`src/rtl/mtee_pkg.sv`:
```
// Package for the MIDI track event encoder: command and byte transaction
// types, opcodes and MIDI constants. No dependencies.
`default_nettype none

package mtee_pkg;

    // Opcodes of the command channel
    localparam logic [2:0] OP_BEAT_ABS  = 3'd0;
    localparam logic [2:0] OP_BEAT_DLT  = 3'd1;
    localparam logic [2:0] OP_TEMPO     = 3'd2;
    localparam logic [2:0] OP_PROGRAM   = 3'd3;
    localparam logic [2:0] OP_END_TRACK = 3'd4;

    // MIDI constants
    localparam logic [7:0]  DATA_MASK     = 8'h7F;
    localparam logic [7:0]  VLQ_CONT      = 8'h80;
    localparam logic [7:0]  STAT_NOTE_ON  = 8'h90;
    localparam logic [7:0]  STAT_PROGRAM  = 8'hC0;
    localparam logic [7:0]  META_PREFIX   = 8'hFF;
    localparam logic [7:0]  META_TEMPO    = 8'h51;
    localparam logic [7:0]  META_TEMPO_LN = 8'h03;
    localparam logic [7:0]  META_EOT      = 8'h2F;
    localparam logic [31:0] VLQ_MAX       = 32'h0FFF_FFFF;

    // Buffer sizing
    localparam int MAX_BYTES  = 10;
    localparam int VLQ_BYTES  = 4;
    localparam int BODY_BYTES = 6;

    // One command transaction
    typedef struct packed {
        logic [2:0]  op;
        logic [31:0] time_value;
        logic [6:0]  note;
        logic [3:0]  channel;
        logic [6:0]  velocity;
        logic [6:0]  program_req;
        logic [23:0] tempo_us;
    } cmd_t;

    // One track byte transaction
    typedef struct packed {
        logic [7:0] out_byte;
        logic       last_byte;
    } trk_t;

endpackage

`default_nettype wire

```
`src/rtl/midi_track_event_encoder_unit.sv`:
```
// MIDI track event encoder top level: command holding register, event byte
// builder and byte serializer. Depends on mtee_pkg.
`default_nettype none

//  channel | dir | handshake           | payload
//  --------+-----+---------------------+--------------------------------
//  cmd     | in  | cmd_valid/cmd_stall | mtee_pkg::cmd_t, one event
//  trk     | out | trk_valid/trk_stall | mtee_pkg::trk_t, one track byte
//
// An event waits in the holding register, then is built in one
// pass and loaded into the serializer, which sends one byte per cycle
// while trk_stall is low. An event is 3 to 10 bytes long; the serializer's
// single byte port sets the rate. Events with no bytes send nothing.
// A new command is taken while the previous event is still being sent.
// Reset clears valids, counts, last time and running status.
// trk_stall freezes the serializer, and the holding register backs up cmd.
module midi_track_event_encoder_unit
(
    input  wire logic             clk,
    input  wire logic             rst_n,
    input  wire logic             cmd_valid,
    output logic                  cmd_stall,
    input  wire mtee_pkg::cmd_t   cmd,
    output logic                  trk_valid,
    input  wire logic             trk_stall,
    output mtee_pkg::trk_t        trk
);

    mtee_pkg::cmd_t hold_reg;
    logic           hold_valid_reg;
    logic [31:0]    last_time_reg;
    logic [7:0]     run_stat_reg;
    logic [7:0]     ser_reg [mtee_pkg::MAX_BYTES];
    logic [3:0]     ser_cnt_reg;

    logic           cmd_acc;
    logic           trk_acc;
    logic           move;

    logic [32:0]    diff;
    logic [31:0]    delta;
    logic [31:0]    vlq_val;
    logic [6:0]     grp [mtee_pkg::VLQ_BYTES];
    logic [7:0]     vlq [mtee_pkg::VLQ_BYTES];
    logic [2:0]     vlq_n;
    logic [7:0]     body [mtee_pkg::BODY_BYTES];
    logic [2:0]     body_n;
    logic [7:0]     beat_stat;
    logic           send_stat;
    logic [7:0]     load [mtee_pkg::MAX_BYTES];
    logic [3:0]     load_cnt;
    logic [31:0]    last_time_next;
    logic [7:0]     run_stat_next;

    // Handshakes
    assign trk_valid = (ser_cnt_reg != 4'd0);
    assign trk_acc   = trk_valid && !trk_stall;
    assign move      = hold_valid_reg &&
                       ((ser_cnt_reg == 4'd0) || ((ser_cnt_reg == 4'd1) && trk_acc));
    assign cmd_stall = hold_valid_reg && !move;
    assign cmd_acc   = cmd_valid && !cmd_stall;

    assign trk.out_byte  = ser_reg[0];
    assign trk.last_byte = (ser_cnt_reg == 4'd1);

    // Delta: saturate on backwards time or above the VLQ range
    assign diff      = {1'b0, hold_reg.time_value} - {1'b0, last_time_reg};
    assign delta     = (hold_reg.op == mtee_pkg::OP_BEAT_ABS) ? diff[31:0]
                                                              : hold_reg.time_value;
    assign beat_stat = mtee_pkg::STAT_NOTE_ON | {4'd0, hold_reg.channel};
    assign send_stat = (beat_stat != run_stat_reg);

    always_comb
    begin
        if (((hold_reg.op == mtee_pkg::OP_BEAT_ABS) && diff[32]) ||
            (delta[31:28] != 4'd0))
        begin
            vlq_val = mtee_pkg::VLQ_MAX;
        end
        else
        begin
            vlq_val = delta;
        end
    end

    // VLQ groups, most significant first
    always_comb
    begin
        grp[0] = vlq_val[6:0];
        grp[1] = vlq_val[13:7];
        grp[2] = vlq_val[20:14];
        grp[3] = vlq_val[27:21];
        if (grp[3] != 7'd0)
        begin
            vlq[0] = mtee_pkg::VLQ_CONT | {1'b0, grp[3]};
            vlq[1] = mtee_pkg::VLQ_CONT | {1'b0, grp[2]};
            vlq[2] = mtee_pkg::VLQ_CONT | {1'b0, grp[1]};
            vlq[3] = {1'b0, grp[0]};
            vlq_n  = 3'd4;
        end
        else if (grp[2] != 7'd0)
        begin
            vlq[0] = mtee_pkg::VLQ_CONT | {1'b0, grp[2]};
            vlq[1] = mtee_pkg::VLQ_CONT | {1'b0, grp[1]};
            vlq[2] = {1'b0, grp[0]};
            vlq[3] = 8'd0;
            vlq_n  = 3'd3;
        end
        else if (grp[1] != 7'd0)
        begin
            vlq[0] = mtee_pkg::VLQ_CONT | {1'b0, grp[1]};
            vlq[1] = {1'b0, grp[0]};
            vlq[2] = 8'd0;
            vlq[3] = 8'd0;
            vlq_n  = 3'd2;
        end
        else
        begin
            vlq[0] = {1'b0, grp[0]};
            vlq[1] = 8'd0;
            vlq[2] = 8'd0;
            vlq[3] = 8'd0;
            vlq_n  = 3'd1;
        end
    end

    // Event body and state updates
    always_comb
    begin
        for (int i = 0; i < mtee_pkg::BODY_BYTES; i++)
        begin
            body[i] = 8'd0;
        end
        body_n         = 3'd0;
        last_time_next = last_time_reg;
        run_stat_next  = run_stat_reg;
        case (hold_reg.op)
            mtee_pkg::OP_BEAT_ABS, mtee_pkg::OP_BEAT_DLT:
            begin
                if (send_stat)
                begin
                    body[0] = beat_stat;
                    body[1] = {1'b0, hold_reg.note};
                    body[2] = {1'b0, hold_reg.velocity};
                    body[4] = {1'b0, hold_reg.note};
                    body_n  = 3'd6;
                end
                else
                begin
                    body[0] = {1'b0, hold_reg.note};
                    body[1] = {1'b0, hold_reg.velocity};
                    body[3] = {1'b0, hold_reg.note};
                    body_n  = 3'd5;
                end
                run_stat_next = beat_stat;
                if (hold_reg.op == mtee_pkg::OP_BEAT_ABS)
                begin
                    last_time_next = hold_reg.time_value;
                end
            end
            mtee_pkg::OP_TEMPO:
            begin
                body[0]       = mtee_pkg::META_PREFIX;
                body[1]       = mtee_pkg::META_TEMPO;
                body[2]       = mtee_pkg::META_TEMPO_LN;
                body[3]       = hold_reg.tempo_us[23:16];
                body[4]       = hold_reg.tempo_us[15:8];
                body[5]       = hold_reg.tempo_us[7:0];
                body_n        = 3'd6;
                run_stat_next = 8'd0;
            end
            mtee_pkg::OP_PROGRAM:
            begin
                body[0]       = 8'd0;
                body[1]       = mtee_pkg::STAT_PROGRAM | {4'd0, hold_reg.channel};
                body[2]       = {1'b0, hold_reg.program_req};
                body_n        = 3'd3;
                run_stat_next = mtee_pkg::STAT_PROGRAM | {4'd0, hold_reg.channel};
            end
            mtee_pkg::OP_END_TRACK:
            begin
                body[0] = 8'd0;
                body[1] = mtee_pkg::META_PREFIX;
                body[2] = mtee_pkg::META_EOT;
                body[3] = 8'd0;
                body_n  = 3'd4;
            end
            default:
            begin
                body_n = 3'd0;
            end
        endcase
    end

    // Join delta and body into the serializer image
    always_comb
    begin
        logic [2:0] vn;
        logic [3:0] idx;
        if ((hold_reg.op == mtee_pkg::OP_BEAT_ABS) || (hold_reg.op == mtee_pkg::OP_BEAT_DLT) ||
            (hold_reg.op == mtee_pkg::OP_TEMPO))
        begin
            vn = vlq_n;
        end
        else
        begin
            vn = 3'd0;
        end
        load_cnt = {1'b0, vn} + {1'b0, body_n};
        for (int i = 0; i < mtee_pkg::MAX_BYTES; i++)
        begin
            idx = 4'(i) - {1'b0, vn};
            if (4'(i) < {1'b0, vn})
            begin
                load[i] = vlq[i[1:0]];
            end
            else if (idx < 4'(mtee_pkg::BODY_BYTES))
            begin
                load[i] = body[idx[2:0]];
            end
            else
            begin
                load[i] = 8'd0;
            end
        end
    end

    // Holding register
    always_ff @(posedge clk or negedge rst_n)
    begin
        if (!rst_n)
        begin
            hold_valid_reg <= 1'b0;
        end
        else if (cmd_acc)
        begin
            hold_valid_reg <= 1'b1;
        end
        else if (move)
        begin
            hold_valid_reg <= 1'b0;
        end
    end

    always_ff @(posedge clk)
    begin
        if (cmd_acc)
        begin
            hold_reg <= cmd;
        end
    end

    // Track state
    always_ff @(posedge clk or negedge rst_n)
    begin
        if (!rst_n)
        begin
            last_time_reg <= 32'd0;
            run_stat_reg  <= 8'd0;
        end
        else if (move)
        begin
            last_time_reg <= last_time_next;
            run_stat_reg  <= run_stat_next;
        end
    end

    // Byte serializer
    always_ff @(posedge clk or negedge rst_n)
    begin
        if (!rst_n)
        begin
            ser_cnt_reg <= 4'd0;
        end
        else if (move)
        begin
            ser_cnt_reg <= load_cnt;
        end
        else if (trk_acc)
        begin
            ser_cnt_reg <= ser_cnt_reg - 4'd1;
        end
    end

    always_ff @(posedge clk)
    begin
        if (move)
        begin
            ser_reg <= load;
        end
        else if (trk_acc)
        begin
            for (int i = 0; i < mtee_pkg::MAX_BYTES - 1; i++)
            begin
                ser_reg[i] <= ser_reg[i + 1];
            end
            ser_reg[mtee_pkg::MAX_BYTES - 1] <= 8'd0;
        end
    end

`ifndef NO_ASSERTIONS
    a_cnt_range: assert property (@(posedge clk) disable iff (!rst_n)
        ser_cnt_reg <= 4'(mtee_pkg::MAX_BYTES))
        else $error("serializer count out of range");

    a_stall_held: assert property (@(posedge clk) disable iff (!rst_n)
        cmd_stall |-> hold_valid_reg)
        else $error("command stalled with empty holding register");

    a_load_shows: assert property (@(posedge clk) disable iff (!rst_n)
        (move && (load_cnt != 4'd0)) |=> trk_valid)
        else $error("loaded event not presented");

    a_tempo_clears: assert property (@(posedge clk) disable iff (!rst_n)
        (move && (hold_reg.op == mtee_pkg::OP_TEMPO)) |=> (run_stat_reg == 8'd0))
        else $error("tempo event did not clear running status");
`endif

endmodule

`default_nettype wire
```
`config.mk`:
```
export PLATFORM = sky130hd
export DESIGN_NAME = midi_track_event_encoder_unit
export DESIGN_NICKNAME = d
export VERILOG_FILES = /design/src/rtl/mtee_pkg.sv /design/src/rtl/midi_track_event_encoder_unit.sv
export SDC_FILE = /design/constraint.sdc
export NUM_CORES = 1
export LEC_CHECK = 0
export BUFFER_PORTS_ARGS = -buffer_cell sky130_fd_sc_hd__buf_2
export CORE_ASPECT_RATIO = 1.5
export CORE_UTILIZATION = 60
export DETAILED_ROUTE_END_ITERATION = 10
export PLACE_DENSITY_LB_ADDON = 0.08
export SYNTH_ARGS = -nofsm -noshare
export SYNTH_HDL_FRONTEND = slang
export SYNTH_SLANG_ARGS = --single-unit
```
`constraint.sdc`:
```
create_clock -name clk -period 15.3 [get_ports clk]
set_input_delay 2.295 -clock clk [delete_from_list [all_inputs] [get_ports clk]]
set_output_delay 2.295 -clock clk [all_outputs]
set_load 0.1 [all_outputs]
```
# Word-level counts from Yosys, hierarchy flattened
# Cells that the tools add are included.
dict set report word_totals {
  regBits 209
  in_bits 88
  out_inout_bits 11
  word_cells 180
}
dict set report classes {
  n_addsub 13
  n_lt_le_gt_ge 29
  n_eq_ne 6
  n_mux 75
  bitwise_logic 10
  reduce_logical 26
}
# operator n
set ops {}
lappend ops {{$mux 8} 40}
lappend ops {{$bmux 8 s3} 10}
lappend ops {{$mux 80} 2}
lappend ops {{$mux 32} 4}
lappend ops {{$pmux 24 s4} 1}
lappend ops {{$ge 4x4->1 const B} 10}
lappend ops {{$lt 4x3->1 const B} 10}
lappend ops {{$not 3->4} 10}
lappend ops {{$sub 32x32->33} 1}
lappend ops {{$pmux 8 s2} 2}
lappend ops {{$mux 28} 1}
lappend ops {{$pmux 8 s3} 1}
lappend ops {{$mux 7} 3}
lappend ops {{$reduce_bool 7->1} 3}
lappend ops {{$mux 16} 1}
lappend ops {{$sub 3x3->4 const A} 4}
lappend ops {{$pmux 3 s4} 1}
lappend ops {{$lt 3x3->1 const A} 3}
lappend ops {{$mux 3} 3}
lappend ops {{$lt 4x3->1 const A} 2}
lappend ops {{$mux 4} 2}
lappend ops {{$ne 8x8->1} 1}
lappend ops {{$reduce_bool 4->1} 2}
lappend ops {{$sub 1x3->4 const A} 2}
lappend ops {{22 further kinds} 40}

# Depth between registers and ports, before layout
# Gate-level depths: netlist of run 1.
dict set report logic_depth {
  depth_word 18
  depth_mapped 24
  mapped_depth_nobuf 21
}

# Worst setup path before layout of run 1
# OpenSTA, ideal clock, no wires.
dict set report synth_timing {
  path_type {input port to flip-flop}
  start {input port trk_stall}
  end {register ser_reg[0] (netlist bit) (enable)}
  setup_ns 0.794
  arrival_time_ns 4.701
  required_ns 14.506
  setup_slack_ns 9.806
  path_stages 6
  path_buffers 3
  cell_sequence {o21a_1 nand2b_1 clkbuf_1 clkbuf_1 buf_1 nand2_1}
}
dict set report synth_between {
  elab_chain_cells 6
}
# element line_no
set synth_lines {}
lappend synth_lines {{start, declared} midi_track_event_encoder_unit.sv:25} ;# input wire logic trk_stall,
lappend synth_lines {{$logic_not 1->1 (*)} midi_track_event_encoder_unit.sv:57} ;# assign trk_acc = trk_valid && !trk_stall;
lappend synth_lines {{$logic_and 1x1->1 (*)} midi_track_event_encoder_unit.sv:57}
lappend synth_lines {{$logic_and 1x1->1} midi_track_event_encoder_unit.sv:59} ;# ((ser_cnt_reg == 4'd0) || ((ser_cnt_reg == 4'd1) && trk_acc));
lappend synth_lines {{$logic_or 1x1->1} midi_track_event_encoder_unit.sv:59}
lappend synth_lines {{$logic_and 1x1->1} midi_track_event_encoder_unit.sv:58} ;# assign move = hold_valid_reg &&
lappend synth_lines {{$reduce_bool 2->1 (no source line) (*)} --}
lappend synth_lines {{end signal, assigned} midi_track_event_encoder_unit.sv:289} ;# ser_reg <= load;
lappend synth_lines {{end signal, assigned by index} midi_track_event_encoder_unit.sv:295} ;# ser_reg[i] <= ser_reg[i + 1];
lappend synth_lines {{end, declared} midi_track_event_encoder_unit.sv:33} ;# logic [7:0] ser_reg [mtee_pkg::MAX_BYTES];
# Mark *: on every way between the ends. The rest lies on a longest branch, timed or not.
# A chain may end at the register's enable or synchronous reset.

# Worst setup path after layout of run 1
dict set report layout_timing {
  start {register hold_reg[52] (netlist bit)}
  end {register ser_reg[60] (netlist bit) (data pin)}
}
dict set report layout_between {
  elab_chain_cells 18
  elab_cells_between_ends 25
  cone_classes {2 x add/sub; 2 x order compare; 14 x mux; 1 x bitwise; 6 x reduce/logical}
}
# element line_no
set layout_lines {}
lappend layout_lines {{start, declared} midi_track_event_encoder_unit.sv:29} ;# mtee_pkg::cmd_t hold_reg;
lappend layout_lines {{start signal, assigned} midi_track_event_encoder_unit.sv:249} ;# hold_reg <= cmd;
lappend layout_lines {{$sub 32x32->33 (*)} midi_track_event_encoder_unit.sv:67} ;# assign diff = {1'b0, hold_reg.time_value} - {1'b0, last_time_reg};
lappend layout_lines {{$mux 32} midi_track_event_encoder_unit.sv:68} ;# assign delta = (hold_reg.op == mtee_pkg::OP_BEAT_ABS) ? diff[31:0]
lappend layout_lines {{$reduce_bool 4->1} midi_track_event_encoder_unit.sv:76} ;# (delta[31:28] != 4'd0))
lappend layout_lines {{$logic_or 1x1->1} midi_track_event_encoder_unit.sv:75} ;# if (((hold_reg.op == mtee_pkg::OP_BEAT_ABS) && diff[32]) ||
lappend layout_lines {{$mux 28 (*)} midi_track_event_encoder_unit.sv:75}
lappend layout_lines {{$reduce_bool 7->1} midi_track_event_encoder_unit.sv:109} ;# else if (grp[1] != 7'd0)
lappend layout_lines {{$mux 2} midi_track_event_encoder_unit.sv:109}
lappend layout_lines {{$mux 3} midi_track_event_encoder_unit.sv:101} ;# else if (grp[2] != 7'd0)
lappend layout_lines {{$mux 3} midi_track_event_encoder_unit.sv:93} ;# if (grp[3] != 7'd0)
lappend layout_lines {{$mux 3} midi_track_event_encoder_unit.sv:200} ;# if ((hold_reg.op == mtee_pkg::OP_BEAT_ABS) || (hold_reg.op == mtee_pkg::OP_BEAT_DLT) ||
lappend layout_lines {{$sub 2x3->4} midi_track_event_encoder_unit.sv:212} ;# idx = 4'(i) - {1'b0, vn};
lappend layout_lines {{$not 3->4 (implied by the code)} midi_track_event_encoder_unit.sv:219} ;# load[i] = body[idx[2:0]];
lappend layout_lines {{$bmux 8 s3} midi_track_event_encoder_unit.sv:219}
lappend layout_lines {{$mux 8 (implied by the code) (2 in a row)} midi_track_event_encoder_unit.sv:219}
lappend layout_lines {{$mux 8} midi_track_event_encoder_unit.sv:217} ;# else if (idx < 4'(mtee_pkg::BODY_BYTES))
lappend layout_lines {{$mux 8 (*)} midi_track_event_encoder_unit.sv:213} ;# if (4'(i) < {1'b0, vn})
lappend layout_lines {{$mux 80 (*)} midi_track_event_encoder_unit.sv:287} ;# if (move)
# Mark *: on every way between the ends. The rest lies on a longest branch, timed or not. The select of a mux whose other input is x is not followed.

==> results of run 1 <==
==> per-layer routing <==
metal  up-vias  GRT usage (%)
li1       5511              -
met3       258           8.23
met5         -              0
met2       786           70.7
met1      6048           45.8
met4         4           33.6
==> power groups by stage <==
stage	Clock [mW]	Combinational (mW)	Sequential, mW
final	0.494	1.66	1.04
after global routing	0.511	1.77	1.06
after CTS	0.494	1.61	1.03
after detailed placement	0	1.60	1.04
after global placement	0	1.58	1.04
after floorplan	0	1.20	0.993
==> how the worst min path moves through the flow <==
stage	from	endpoint	slack, ns
floorplan	last_time_reg[0]	last_time_reg[0]	0.45
global placement	last_time_reg[0]	last_time_reg[0]	0.47
detailed placement	last_time_reg[0]	last_time_reg[0]	0.48
CTS	last_time_reg[0]	last_time_reg[0]	0.50
global route	last_time_reg[11]	last_time_reg[11]	0.51
finish	last_time_reg[0]	last_time_reg[0]	0.50
==> layout by cell type (no fill, tap or decap), types with 17 or more instances in the layout <==
| cell | instances |
|---|---|
| nand4_1 | 21 |
| edfxtp_1 | 164 |
| buf_4 | 18 |
| a21o_1 | 18 |
| a211oi_1 | 17 |
| a22oi_1 | 17 |
| o21a_1 | 18 |
| nor3_1 | 32 |
| a21oi_1 | 123 |
| nor2_1 | 105 |
| nand2b_1 | 22 |
| o21ai_0 | 73 |
| a22o_1 | 23 |
| mux2_2 | 37 |
| clkbuf_16 | 21 |
| dfrtp_1 | 44 |
| ha_1 | 44 |
| nand3_1 | 40 |
| inv_1 | 61 |
| buf_2 | 98 |
| nand2_1 | 129 |
| mux2i_1 | 32 |
| o211ai_1 | 19 |
| a221oi_1 | 17 |
==> cells by family after synthesis <==
group	share of synthesized area [%]
flip-flops	43.2
XOR/XNOR	1.38
buffers and inverters	5.29
AND/OR/NAND/NOR	14.8
AO/OA/AOI/OAI	24.3
adder cells (fa/ha/maj)	4.24
multiplexers	6.74
==> through the flow <==
step                      hold slack (ns)  power (mW)  util (%)
after detailed placement            0.483        2.65      64.0
final                               0.496        3.20      66.8
after global routing                0.510        3.34      66.8
after CTS                           0.497        3.14      66.8
after floorplan                     0.454        2.19         -
after global placement              0.475        2.62      64.0
==> critical path, cell delays in order (launching register included) <==
cell       delay [ns]
edfxtp_1         0.41
ha_1             0.38
and2_4           0.20
a221oi_2         0.42
a21oi_2          0.17
o31ai_1          0.74
xnor2_1          0.20
o31ai_1          0.30
and4_1           0.68
nand2_1          0.10
and3_1           0.19
buf_4            0.21
inv_2            0.49
ha_1             0.49
inv_1            0.23
a41oi_1          0.40
nor2b_1          0.29
nand2_1          0.18
o2bb2ai_1        0.25
==> cell type report <==
type	count	area, um^2
fillers	1782	7480
multi-input cells	1046	7200
flip-flops and latches	208	6030
repair buffers	116	626
clock buffers	30	599
well taps	276	345
inverters	62	233
clock inverters	7	46.3
==> flow_summary.yaml, run 1 <==
status:
  run_status: "completed"
sta:
  rsz0062_at_grt: "no"
  slew_viol_final: 0
  setup_tns_ns: 0
  tightest_slew_ns: 1.22
  hold_viol: 0
  fmax_mhz: 153
  fin_ws_ns: 8.76
  final.period_utilization_pct: 42.7
  setup_violations: 0
  layout_min_cycle_time_ns: 6.54
  skew_ns: 0.0154
  relSlewSlack_pct: 16.5
synthesis:
  synth.distinct_cells: 96
  ys.flop_type: "edfxtp_1"
  synthesis.area_mm2: 0.0139
  synth.area.top_cells: "edfxtp_1 (35%), dfrtp_1 (7.9%), a21oi_1 (4.4%)"
  yosysTopAreaCellShare_pct: 35.3
  ys_async_sr_fraction_pct: 21.2
  ys_ff_latch: 208
  synth_cells: 1414
  yosysTopAreaCell: "edfxtp_1"
  ys.warnings.count: 0
  synth_top_cells_by_count: "edfxtp_1 (164), nand2_1 (130), a21oi_1 (123)"
  avgSynthCellArea_um2: 9.86
  synth-seq-area-share_pct: 43.2
  synthesis.nets: 1548
  synth_edf_count: 164
  synth_most_common_cell: "edfxtp_1"
global_route:
  grt_max_degree: 81
  grt_overflow_total: 0
  grt_usage_pct: 41.9
  grt_pass1_wl_mm: 74.0
  grt_antenna_before_repair: 2
  grt_pass1_vias: 12155
cells_and_area:
  final_nets: 1589
  num_antenna_cells: 0
  drive_above_1_share_pct: 16.3
  area_delta_synth_final_pct: 8.16
  largest_reg_flops: 80
  final_area_mm2: 0.0151
  finalNonFillerCells: 1745
worst_setup_path:
  crit_required_ns: 15.65
  cp_max_fo: 27
  r2r-end: "ser_reg[60]"
  crit_arrival_ns: 6.89
  crit_path_end_kind: "flop"
  crit_start: "hold_reg[52]"
  r2r_cells: 18
  crit_path_end: "ser_reg[60]"
  rrSetupSlack_ns: 8.76
  critPathKind: "reg -> reg"
  reg2reg_from: "hold_reg[52]"
  critPathLaunchType: "flop"
clocking:
  cts_resized: 0
  cts_sinks: 208
  cts_tree: "done"
  clock_latency_ns: 0.52
  clk_pin_slew_ns: 0.07
  h-tree-depth: 1
  post_cts_buffers: 0
  numCtsBuffers: 21
  cts_hold_buf: 0
  cts-root-buf: "clkbuf_16"
  cts_buffer_depth: 3
worst_hold_path:
  hp-class: "reg -> reg"
  whs_path_depth: 2
die:
  io_pins: 99
  rows: 67
  dieArea_mm2: 0.0239
  core_mm2: 0.0226
  die_x_um: 126
  die_h_um: 189
  initial_core_util_pct: 61.8
routing:
  viasPerCell: 7.22
  met3_length_mm: 4.50
  wl_met2_mm: 24.0
  vias: 12607
  route.detailed.drc: 0
  routedWlPerCell_um: 28.4
  routed.top_layer: "met5"
  finalWirelength_mm: 49.5
  drt-initial-drc-count: 1308
  firstDrtPassIters: 8
  drt-met1-wl_mm: 16.4
  ant_nets: 0
power:
  p_per_area_mw_per_mm2: 212
  power.leakage_nw: 5.71
  internal_power_mw: 1.72
  clockPowerShare_pct: 15.4
  p_sw_mw: 1.48
  p_sw_share_pct: 46.3
  pwr-share-comb_pct: 51.9
  power_frac_seq_pct: 32.6
  vdd_drop_max_mv: 0.165
placement:
  dpl.cell_count: 1708
  dp_hpwl_mm: 36.6
  dp_slack_ns: 9.03
  place_area_mm2: 0.0144
  finalWeightedCongestion: 1.05
  io_buffers: 98
flow_run:
  max_cap_viol_count: 0
(Power assumes the default switching activity.)
==> inputs of run 2 (changes only) <==
- ABC_AREA: not set -> 1
- CORE_UTILIZATION: 60 -> 56
- clock period: 15.3 -> 5.7 ns (I/O delays scaled with it)
==> flow_summary.yaml, run 2 <==
clocking:
  clk_pin_slew_ns: 0.06
  numCtsBuffers: 22
  clock_latency_ns: 0.54
  post_cts_buffers: 0
  cts_buffer_depth: 3
  cts_sinks: 208
  h-tree-depth: 1
  cts-root-buf: "clkbuf_16"
  cts_resized: 0
  cts_hold_buf: 0
  cts_tree: "done"
sta:
  setup_tns_ns: 0
  relSlewSlack_pct: 22.0
  slew_viol_final: 0
  final.period_utilization_pct: 96.1
  rsz0062_at_grt: "no"
  skew_ns: 0.0184
  tightest_slew_ns: 1.17
  fmax_mhz: 182
  hold_viol: 0
  layout_min_cycle_time_ns: 5.48
  setup_violations: 0
power:
  p_per_area_mw_per_mm2: 483
  power.leakage_nw: 7.31
  vdd_drop_max_mv: 0.336
global_route:
  grt_usage_pct: 42.3
  grt_pass1_vias: 13565
  grt_max_degree: 86
  grt_overflow_total: 0
  top_usage_layer: "met2"
  gr-usage-met1_pct: 42.6
  met2_usage_pct: 69.8
  grt_pass1_wl_mm: 77.5
  grt_antenna_before_repair: 3
  met3_usage_pct: 10.3
synthesis:
  synth_adder_area_share_pct: 4.25
  yosysTopAreaCellShare_pct: 35.4
  synth-simple-area-share_pct: 30.5
  synth_compound_area_share_pct: 11.4
  synth.area.top_cells: "edfxtp_1 (35%), nand2_1 (16%), dfrtp_1 (7.9%)"
  synth_most_common_cell: "nand2_1"
  ys_ff_latch: 208
  synthesis.nets: 2024
  muxShareOfSynthArea_pct: 0.144
  avgSynthCellArea_um2: 7.35
  synth_top_family_by_area: "simple AND/OR/NAND/NOR gates"
  synth_top_cells_by_count: "nand2_1 (584), inv_1 (241), nand3_1 (189)"
  synth_cells: 1890
  ys.warnings.count: 0
  synthesis.area_mm2: 0.0139
  synth.distinct_cells: 52
  synth_edf_count: 164
  yosysTopAreaCell: "edfxtp_1"
  ys.flop_type: "edfxtp_1"
  ys_async_sr_fraction_pct: 21.2
  synth-xor-area-share_pct: 0.945
  synth-seq-area-share_pct: 43.4
cells_and_area:
  fin_util_pct: 63.4
  layout_commonest_cell: "nand2_1"
  final_nets: 2095
  area_delta_synth_final_pct: 11.0
  final_area_mm2: 0.0154
  fillers: 2253
  multi_input_area_mm2: 0.00660
  seqCellArea_mm2: 0.00603
  largest_reg_flops: 80
  layout_common_cells: "nand2_1 (581), inv_1 (239), nand3_1 (188), edfxtp_1 (164), nor2_1 (155)"
  drive_above_1_share_pct: 10.9
die:
  initial_core_util_pct: 57.1
  die_x_um: 131
  die_h_um: 195
  rows: 70
  io_pins: 99
  core_mm2: 0.0243
  dieArea_mm2: 0.0255
worst_setup_path:
  cp_max_fo: 37
  critPathKind: "reg -> reg"
  reg2reg_from: "hold_reg[49]"
  cp_slowest_cell: "o21ai_1"
  r2r-end: "ser_reg[35]"
  critPathLaunchType: "flop"
  r2r_cells: 26
  path_buf_inv: 5
  path_depth: 26
  cpPeakStageDelay_ns: 0.64
  crit_path_end_kind: "flop"
  rrSetupSlack_ns: 0.22
  crit_family: "simple AND/OR/NAND/NOR gates"
  crit_arrival_ns: 5.71
  cp_common_cell: "nand2_1"
  crit_required_ns: 5.93
placement:
  finalWeightedCongestion: 1.10
  io_buffers: 98
  place_area_mm2: 0.0146
  dp_hpwl_mm: 39.4
status:
  run_status: "completed"
routing:
  drt-initial-drc-count: 1293
  finalWirelength_mm: 52.0
  routedWlPerCell_um: 22.6
  firstDrtPassIters: 6
  route.detailed.drc: 0
  ant_nets: 0
  vias: 13640
  viasPerCell: 5.92
worst_hold_path:
  hp-start: "last_time_reg[18]"
  whs_path_depth: 2
  hp-class: "reg -> reg"
  min_to: "last_time_reg[18]"
flow_run:
  max_cap_viol_count: 0
## run 2: cell types whose count changed in the layout (fill, tap and decap cells not counted), moves of 25 or more
| cell | change |
|---|---|
| inv_1 | +178 |
| nand2_1 | +452 |
| mux2_2 | -37 |
| nor2_1 | +50 |
| nor3_1 | -25 |
| mux2i_1 | -30 |
| nand3_1 | +148 |
## run 2: cell families (layout without fill, tap and decap cells)
| group | count (synthesis) | count (layout) |
|---|---|---|
| xor+xnor | 15 | 15 |
| mux | 2 | 2 |
| simple gates | 1001 | 1001 |
| compound gates | 289 | 289 |
| other cells | 0 | 2 |
| fa+ha+maj | 46 | 46 |
| buf+inv | 329 | 416 |
| flops | 208 | 208 |
## run 2: routing by layer
| layer | share of wire [%] | vias to the layer above |
|---|---|---|
| li1 | - | 6326 |
| met1 | 32 | 6299 |
| met2 | 49 | 729 |
| met3 | 7.9 | 284 |
| met4 | 12 | 2 |
| met5 | 0.023 | - |
## run 2: worst max-delay path by stage
stage	from	end	slack (ns)
4_1_cts	hold_reg[49]	ser_reg[66]	0.18
2_1_floorplan	ser_cnt_reg[1]	ser_cnt_reg[1]	0.92
5_1_grt	hold_reg[49]	ser_reg[69]	0.04
3_5_place_dp	hold_reg[49]	ser_reg[66]	0.24
3_3_place_gp	hold_reg[49]	ser_reg[66]	0.18
6_report	hold_reg[49]	ser_reg[35]	0.22
## run 2: per-stage QoR
step	hold WS, ns	instances	worst slack [ns]	power (mW)
6_report	0.485	2303	0.220	7.45
5_1_grt	0.484	2301	0.0399	7.82
4_1_cts	0.490	2301	0.183	7.32
3_5_place_dp	0.474	2261	0.243	5.76
3_3_place_gp	0.460	2261	0.179	5.72
2_1_floorplan	0.443	1890	0.919	4.76
## run 2: cell type report
type                            instances  share of cell area [%]
Tap cell                              324                    2.63
Multi-Input combinational cell       1353                    42.8
Clock buffer                           33                    4.51
Timing Repair Buffer                  116                    4.06
Inverter                              260                    6.33
Antenna cell                            2                  0.0324
Sequential cell                       208                    39.1
Clock inverter                          7                   0.608
## run 2: power by group
group | switching (mW) | internal, mW | total (mW)
logic | 2.44 | 0.896 | 3.34
clock network | 0.622 | 0.938 | 1.56
registers | 0.234 | 2.31 | 2.55
total | 3.30 | 4.15 | 7.45
## run 2: worst register-to-register path: cells and delay by family (launching register included)
kind	cells	cell delay, ns
and+or+nand+nor	16	2.13
AOI/OAI and AO/OA	3	1.14
buffers and inverters	5	0.90
adders and majority gates	2	0.65
DFF	1	0.35
==> inputs of run 3 (changes only) <==
--- a/config.mk
+++ b/config.mk
@@ -11,5 +11,5 @@
 export CORE_UTILIZATION = 56
 export DETAILED_ROUTE_END_ITERATION = 10
-export PLACE_DENSITY_LB_ADDON = 0.08
+export PLACE_DENSITY = 0.78
 export SYNTH_ARGS = -nofsm -noshare
 export SYNTH_HDL_FRONTEND = slang
==> constraint.sdc (replaced) <==
create_clock -name clk -period 5.7 [get_ports clk]
set_input_delay 0.855 -clock clk [delete_from_list [all_inputs] [get_ports clk]]
set_output_delay 0.855 -clock clk [all_outputs]
set_load 0.01 [all_outputs]
==> flow_summary.yaml, run 3 (synthesized netlist as in run 2, its figures left out) <==
routing:
  viasPerCell: 5.96
  route.detailed.drc: 0
  drt-initial-drc-count: 1384
  ant_nets: 0
  firstDrtPassIters: 6
  routedWlPerCell_um: 23.1
  vias: 13752
  finalWirelength_mm: 53.4
global_route:
  grt_max_degree: 65
  grt_antenna_before_repair: 6
  grt_pass1_vias: 13558
  grt_pass1_wl_mm: 79.2
  grt_overflow_total: 0
  grt_usage_pct: 43.2
placement:
  finalWeightedCongestion: 1.08
  place_area_mm2: 0.0147
  dp_hpwl_mm: 40.9
  io_buffers: 98
  dpl.cell_count: 2267
sta:
  setup_tns_ns: 0
  tightest_slew_ns: 1.14
  relSlewSlack_pct: 23.5
  final.period_utilization_pct: 96.8
  skew_ns: 0.0309
  layout_min_cycle_time_ns: 5.52
  setup_violations: 0
  fmax_mhz: 181
  hold_viol: 0
  rsz0062_at_grt: "no"
  slew_viol_final: 0
clocking:
  h-tree-depth: 1
  cts_tree: "done"
  cts_hold_buf: 0
  cts_buffer_depth: 3
  cts_sinks: 208
  clock_latency_ns: 0.55
  clk_pin_slew_ns: 0.07
  cts-root-buf: "clkbuf_16"
  cts_resized: 0
  post_cts_buffers: 0
  numCtsBuffers: 22
worst_setup_path:
  cp_common_cell: "nand2_1"
  crit_required_ns: 5.97
  critPathLaunchType: "flop"
  r2r_cells: 25
  rrSetupSlack_ns: 0.18
  cpPeakStageDelay_ns: 0.44
  reg2reg_from: "hold_reg[49]"
  critPathKind: "reg -> reg"
  path_buf_inv: 5
  crit_family: "simple AND/OR/NAND/NOR gates"
  crit_arrival_ns: 5.79
  cp_slowest_cell: "ha_1"
  r2r-end: "ser_reg[59]"
  crit_path_end_kind: "flop"
  cp_max_fo: 21
cells_and_area:
  layout_common_cells: "nand2_1 (581), inv_1 (239), nand3_1 (188), edfxtp_1 (164), nor2_1 (156)"
  fillers: 2265
  drive_above_1_share_pct: 11.1
  final_nets: 2101
  area_delta_synth_final_pct: 11.0
  final_area_mm2: 0.0154
  layout_commonest_cell: "nand2_1"
  largest_reg_flops: 80
  finalNonFillerCells: 2309
power:
  vdd_drop_max_mv: 0.384
  power_mw: 7.15
  p_per_area_mw_per_mm2: 463
  power.leakage_nw: 7.31
die:
  die_x_um: 131
  core_mm2: 0.0243
  die_h_um: 195
  initial_core_util_pct: 57.1
  io_pins: 99
  dieArea_mm2: 0.0255
  rows: 70
flow_run:
  max_cap_viol_count: 0
status:
  run_status: "completed"
worst_hold_path:
  hp-class: "in -> async"
[run 3: layout make-up]
| type | count | area (um^2) | area share, % |
|---|---|---|---|
| multi-input combinational | 1353 | 6590 | 42.7 |
| sequential | 208 | 6030 | 39.1 |
| inverter | 260 | 977 | 6.34 |
| clock buffer | 30 | 673 | 4.36 |
| timing repair buffer | 122 | 671 | 4.35 |
| tap | 324 | 405 | 2.63 |
| clock inverter | 10 | 73.8 | 0.479 |
| antenna | 2 | 5.00 | 0.0324 |
[run 3: where the power goes]
part           total [mW]  internal [mW]  switching, mW
logic                3.13          0.906           2.22
registers            2.54           2.31          0.227
clock network        1.48          0.836          0.649
total                7.15           4.05           3.09
[run 3: layer usage]
layer  GRT usage [%]  part of all wire, %  vias up  wire (um)
met5               0                0.075        -         40
li1                -                    -     6346          -
met1            44.6                   32     6330      17100
met3            9.83                  8.5      266       4510
met2            71.8                   49      804      26100
met4            38.5                   11        6       5620
[run 3: worst max-delay path by stage]
stage	start	endpoint	slack (ns)	depth (start not counted)
floorplan	hold_reg[49]	ser_reg[44]	1.47	28
global placement	hold_reg[67]	ser_reg[66]	0.19	21
detailed placement	hold_reg[67]	ser_reg[66]	0.17	21
CTS	hold_reg[67]	ser_reg[66]	0.15	21
global route	hold_reg[49]	ser_reg[19]	0.02	25
finish	hold_reg[49]	ser_reg[59]	0.18	25
[run 3: per-stage QoR]
step / utilization, % / hold WS [ns] / worst slack (ns)
floorplan: - / 0.443 / 1.47
global placement: 60.2 / 0.461 / 0.195
detailed placement: 60.2 / 0.473 / 0.171
CTS: 63.3 / 0.428 / 0.147
global route: 63.3 / 0.457 / 0.0202
finish: 63.4 / 0.395 / 0.185
